### config.mk
export PLATFORM = sky130hd
export DESIGN_NAME = frc_ctrl
export DESIGN_NICKNAME = d
export VERILOG_FILES = /design/src/frc_pkg.sv /design/src/frc_ctrl.sv
export SDC_FILE = /design/constraint.sdc
export NUM_CORES = 1
export LEC_CHECK = 0
export ABC_AREA = 0
export BUFFER_PORTS_ARGS = -buffer_cell sky130_fd_sc_hd__buf_4
export CAP_MARGIN = 20
export CORE_UTILIZATION = 66
export CTS_CLUSTER_DIAMETER = 50
export DETAILED_ROUTE_END_ITERATION = 7
export PLACE_DENSITY = 0.95
export SYNTH_ARGS = -nofsm -noshare
export SYNTH_HDL_FRONTEND = slang
export SYNTH_SLANG_ARGS = --single-unit
### constraint.sdc
create_clock -name aclk -period 20.7 [get_ports aclk]
set_input_delay 2.07 -clock aclk [delete_from_list [all_inputs] [get_ports aclk]]
set_output_delay 2.07 -clock aclk [all_outputs]
set_load 0.1 [all_outputs]
### src/frc_pkg.sv
`timescale 1ns / 1ps
// Shared constants and types for the fragment reassembly checker.
// No dependencies; imported by every module of the block.
package frc_pkg;

    localparam int unsigned DEFAULT_STORE_BYTES = 1024;

    localparam int unsigned HDR_W   = 16;  // offset, total and length fields
    localparam int unsigned BYTE_W  = 8;
    localparam int unsigned RIDX_W  = 10;
    localparam int unsigned LIM_W   = 17;  // holds any store size up to 65536

    localparam int unsigned S_TDATA_W = 72;
    localparam int unsigned STATUS_W  = 2;

    // Action codes carried on s_tuser
    localparam logic ACT_FRAG = 1'b0;
    localparam logic ACT_READ = 1'b1;

    // Result status codes carried on m_tuser
    localparam logic [STATUS_W-1:0] ST_PROGRESS = 2'd0;
    localparam logic [STATUS_W-1:0] ST_COMPLETE = 2'd1;
    localparam logic [STATUS_W-1:0] ST_REJECT   = 2'd2;
    localparam logic [STATUS_W-1:0] ST_READ     = 2'd3;

    // Result of the fragment byte taken this cycle
    typedef struct packed {
        logic                valid;
        logic [STATUS_W-1:0] status;
    } frc_result_t;

endpackage

### src/frc_ctrl.sv
`timescale 1ns / 1ps
// Header checks, assembly bookkeeping and store write port control.
// Depends on frc_pkg.
module frc_ctrl import frc_pkg::*; #(
    parameter int unsigned STORE_BYTES = DEFAULT_STORE_BYTES,
    parameter int unsigned AW          = $clog2(STORE_BYTES)
) (
    input  logic              aclk,
    input  logic              aresetn,
    input  logic              frag_fire,
    input  logic [HDR_W-1:0]  frag_offset,
    input  logic [HDR_W-1:0]  message_total,
    input  logic [HDR_W-1:0]  frag_length,
    input  logic [BYTE_W-1:0] data_byte,
    input  logic              last_of_fragment,
    output frc_result_t       result,
    output logic              stall,
    output logic              wr_en,
    output logic [AW-1:0]     wr_addr,
    output logic [BYTE_W-1:0] wr_data
);

    localparam logic [LIM_W-1:0] STORE_LIM = LIM_W'(STORE_BYTES);
    localparam logic [HDR_W-1:0] POS_MAX   = {HDR_W{1'b1}};

    logic             inside_reg, inside_next;
    logic             acc_reg, acc_next;
    logic             act_reg, act_next;
    logic [HDR_W-1:0] rx_reg, rx_next;
    logic [HDR_W-1:0] exp_reg, exp_next;
    logic [HDR_W-1:0] pos_reg, pos_next;
    logic [HDR_W-1:0] lo_reg, lo_next;
    logic [HDR_W-1:0] ll_reg, ll_next;
    logic             pend_reg, pend_next;
    logic [AW-1:0]    pend_addr_reg, pend_addr_next;

    logic             hdr_ok, act_hdr;
    logic [HDR_W-1:0] rx_hdr, exp_hdr;
    logic             first;
    logic             acc_c, act_c;
    logic [HDR_W-1:0] rx_c, exp_c, pos_c, lo_c, ll_c;
    logic [LIM_W-1:0] data_addr, zero_addr, end_sum;
    logic [HDR_W-1:0] rx_sum;
    logic             data_wr, complete, zero_wr;

    assign first = !inside_reg;

    // Header check on the first byte of a fragment
    always_comb begin
        hdr_ok  = 1'b0;
        rx_hdr  = rx_reg;
        exp_hdr = exp_reg;
        act_hdr = act_reg;
        end_sum = {1'b0, frag_offset} + {1'b0, frag_length};
        if (frag_offset == '0) begin
            rx_hdr  = '0;
            exp_hdr = '0;
            act_hdr = 1'b0;
            if (message_total != '0 && frag_length != '0 &&
                {1'b0, message_total} < STORE_LIM && frag_length <= message_total) begin
                exp_hdr = message_total;
                act_hdr = 1'b1;
                hdr_ok  = 1'b1;
            end
        end else if (act_reg) begin
            if (frag_length == '0 || message_total != exp_reg || frag_offset != rx_reg ||
                end_sum > {1'b0, message_total}) begin
                rx_hdr  = '0;
                exp_hdr = '0;
                act_hdr = 1'b0;
            end else begin
                hdr_ok = 1'b1;
            end
        end
    end

    assign acc_c = first ? hdr_ok : acc_reg;
    assign act_c = first ? act_hdr : act_reg;
    assign rx_c  = first ? rx_hdr : rx_reg;
    assign exp_c = first ? exp_hdr : exp_reg;
    assign lo_c  = first ? frag_offset : lo_reg;
    assign ll_c  = first ? frag_length : ll_reg;
    assign pos_c = first ? '0 : pos_reg;

    assign data_addr = {1'b0, lo_c} + {1'b0, pos_c};
    assign data_wr   = frag_fire && acc_c && (pos_c < ll_c) && (data_addr < STORE_LIM);

    assign rx_sum    = rx_c + ll_c;
    assign zero_addr = {1'b0, rx_sum};
    assign complete  = frag_fire && last_of_fragment && acc_c && (rx_sum == exp_c);
    assign zero_wr   = complete && (zero_addr < STORE_LIM);

    // Write port: a deferred terminator goes first, then fragment data, then a direct terminator
    always_comb begin
        wr_en   = 1'b0;
        wr_addr = data_addr[AW-1:0];
        wr_data = data_byte;
        if (pend_reg) begin
            wr_en   = 1'b1;
            wr_addr = pend_addr_reg;
            wr_data = '0;
        end else if (data_wr) begin
            wr_en = 1'b1;
        end else if (zero_wr) begin
            wr_en   = 1'b1;
            wr_addr = zero_addr[AW-1:0];
            wr_data = '0;
        end
    end

    assign pend_next      = zero_wr && data_wr;
    assign pend_addr_next = zero_addr[AW-1:0];
    assign stall          = pend_reg;

    always_comb begin
        inside_next = inside_reg;
        acc_next    = acc_reg;
        act_next    = act_reg;
        rx_next     = rx_reg;
        exp_next    = exp_reg;
        pos_next    = pos_reg;
        lo_next     = lo_reg;
        ll_next     = ll_reg;
        if (frag_fire) begin
            lo_next  = lo_c;
            ll_next  = ll_c;
            exp_next = exp_c;
            act_next = complete ? 1'b0 : act_c;
            if (last_of_fragment) begin
                inside_next = 1'b0;
                pos_next    = '0;
                acc_next    = 1'b0;
                rx_next     = acc_c ? rx_sum : rx_c;
            end else begin
                inside_next = 1'b1;
                pos_next    = (pos_c == POS_MAX) ? pos_c : pos_c + 1'b1;
                acc_next    = acc_c;
                rx_next     = rx_c;
            end
        end
    end

    always_comb begin
        result.valid  = frag_fire && last_of_fragment;
        result.status = ST_PROGRESS;
        if (!acc_c) begin
            result.status = ST_REJECT;
        end else if (complete) begin
            result.status = ST_COMPLETE;
        end
    end

    always_ff @(posedge aclk) begin
        if (!aresetn) begin
            inside_reg    <= 1'b0;
            acc_reg       <= 1'b0;
            act_reg       <= 1'b0;
            rx_reg        <= '0;
            exp_reg       <= '0;
            pos_reg       <= '0;
            lo_reg        <= '0;
            ll_reg        <= '0;
            pend_reg      <= 1'b0;
            pend_addr_reg <= '0;
        end else begin
            inside_reg    <= inside_next;
            acc_reg       <= acc_next;
            act_reg       <= act_next;
            rx_reg        <= rx_next;
            exp_reg       <= exp_next;
            pos_reg       <= pos_next;
            lo_reg        <= lo_next;
            ll_reg        <= ll_next;
            pend_reg      <= pend_next;
            pend_addr_reg <= pend_addr_next;
        end
    end

endmodule
==> results.md <==
* Status: complete, no violations
* RSZ-0062 raised after global routing: false
* Hold_sp: lo_reg[13]
* Most used cells in the layout excluding fill and tap cells: nand2_1, nor2_1, ha_1, dfxtp_1, buf_4
* Fmax at 74.3 MHz
* Ys async rst share at 0%
* CP arrival at 11380 ps
* Cells after Synth at 1156
* Core area at 13200 sq um
* Vias in the first global route at 9081
* Number of H-tree levels at 3
* Slowest stage delay, CP at 680 ps
* Fillers at 1023
* Synth unique cells at 73
* Kind of critical path: in -> out
* First-pass GRT wire length at 49.4 mm
* Slew Limit Fails at 0
* Chip Height at 118 um
* Sequential fraction of the synthesis area at 21.2%
* FF+latch count, synth at 94
* Clk_skew at 8.29 ps
* Max-cap viol count at 0
* Clk_lat worst skew at 370 ps
* Startpoint Class: primary input
* Avg Cell Area, Syn at 7.69 sq um
* Area growth syn-to-layout at 11.6%
* Num CTS Buffers at 9
* Io pins at 83
* Final setup viols at 0
* Final worst-path cycle share at 65.0%
* Final hold slack at 456 ps
* Final GP Congestion at 1.05
* Mapped Area at 8890 sq um
* Largest net degree at the start of global routing at 51
* Slew headroom at 27.6%
* Worst Path Max Fanout at 18
* Wire per inst at 22.9 um
* Fin. Hold Viols at 0
* Post-CTS setup buffers at 0
* Syn nets at 1314
* Post-synth EDFFs at 0
* CTS clock-pin slew for the worst setup and hold paths at 70 ps
* ANT cells at 0
* Die width at 118 um
* Area of placed instances at 9600 sq um
* I/O Buffers at 82
* HPWL Detailed at 24.2 mm
* # hold bufs at CTS at 0
* Synth Flop Type: dfxtp_1
* Final TNS setup at 0 ps
* Die Area at 13900 sq um
* Leak at 0.00453 uW
* Least-Margin Pin Slew at 1060 ps
* Post-Layout Cell Count at 1393
* Most common cell on crit path: a21oi_1
* Drt pass-1 iters at 8
* Max Root-Sink Buffers at 2
* Crit path required time at 18630 ps
* Initial Util at 67.4%
* GRT Resource Usage Total at 46.0%
* Via/cell ratio at 6.87
* TritonCTS clock tree: done
* Hold Crit Class: reg -> reg
* Drt total wl at 31.9 mm
* Initial antenna violation count at 0
* Total gr overflow at 0
* Crit-path slowest cell: or4_4
* Post-route antenna net violation count at 0
* Placed Cells at 1375
* Commonest non-fill, non-tap cell in the layout: nand2_1
* Clk sinks at 94
* Drt initial violations at 1385
* VDD IR-drop max at 0.0000417 V
* Final std cell area, no fill at 9920 sq um
* Via Count at 9573
* CP startpoint: frag_offset[1]
* Clock root cell: clkbuf_16
* Worst r2r src: rx_reg[1]
* PostCTS Resize Cnt at 0
* Share of post-route cells with drive strength above 1 at 12.2%
* Ys Warns at 0
* Final net count at 1370
* Post-layout min period at 13450 ps
* Residual DRC at 0
* Pwr/cell area at 56.8 nW/um^2
* Critical Path End Type: output port
* Row Count at 42
## power breakdown
part / leakage [uW] / switching [uW] / internal [uW]
Clock: 0.000147 / 81.3 / 98.3
Sequential: 0.000766 / 3.64 / 187
Combinational: 0.00362 / 127 / 66.0
## through the flow
stage / utilization, % / power [uW] / setup WS (ps)
after floorplan: - / 319 / 5390
after global placement: 72.8 / 373 / 7670
after detailed placement: 72.8 / 378 / 7400
after CTS: 75.1 / 554 / 7390
after global routing: 75.2 / 582 / 6580
final: 75.2 / 563 / 7250
## cell usage after synthesis (5+ instances only)
library cell	instances	share of area (%)
nand3_1	19	1.1
nand2b_1	15	1.1
mux2i_1	34	3.8
o21a_1	9	0.76
a31oi_1	5	0.35
o31ai_1	5	0.42
o211ai_1	9	0.76
and2_1	38	2.7
a211oi_1	18	1.5
nor2b_1	8	0.56
o21ai_0	30	1.7
inv_1	70	3.0
or3_1	5	0.35
xnor2_1	26	2.6
nor3_1	26	1.5
xor2_1	41	4.0
nand2_1	120	5.1
o21bai_1	8	0.68
a2111oi_0	8	0.79
ha_1	95	13
dfxtp_1	94	21
a22oi_1	30	2.5
clkbuf_1	41	1.7
a21oi_1	88	5.0
and3_1	15	1.1
nand4_1	26	1.8
a21boi_0	5	0.42
or4_1	9	0.76
and4_1	5	0.49
mux2_2	24	3.0
a21o_1	21	1.8
nor4_1	27	1.9
nor2_1	101	4.3
## metal layers
metal,vias up,track usage [%],part of all wire (%)
met5,-,0,0
met4,0,30.5,7.2
met3,201,12.3,12
met2,689,70.1,43
met1,4363,56.9,37
li1,4320,-,-
## cell families after synthesis
logic type      Yosys count  share of synthesized area [%]
simple gates            430                           24.0
fa+ha+maj                98                           14.0
mux                      61                           7.29
xor+xnor                 67                           6.60
compound gates          286                           21.6
flops                    94                           21.2
buf+inv                 120                           5.24
## worst paths after layout
kind           endpoint  slack, ps  cells after the start
max          wr_addr[9]       7250                     35
min          lo_reg[13]        460                      2
max reg2reg     act_reg      13180                     21
min reg2reg  lo_reg[13]        460                      2
## worst max-delay path: cells and delay by family
family	cells	cell delay (ps)
adder cells (fa/ha/maj)	4	1150
buffers and inverters	3	430
AO/OA/AOI/OAI	19	5200
multiplexers	2	620
XOR/XNOR	2	470
AND/OR/NAND/NOR	5	1440
## final cells by class
class | instances | area [sq um] | share of cell area, %
Multi-Input combinational cell | 942 | 6550 | 66.0
Sequential cell | 94 | 1880 | 19.0
Timing Repair Buffer | 92 | 691 | 6.96
Inverter | 73 | 274 | 2.76
Clock buffer | 11 | 243 | 2.45
Tap cell | 176 | 220 | 2.22
Clock inverter | 5 | 63.8 | 0.643
(Power assumes the default switching activity.)
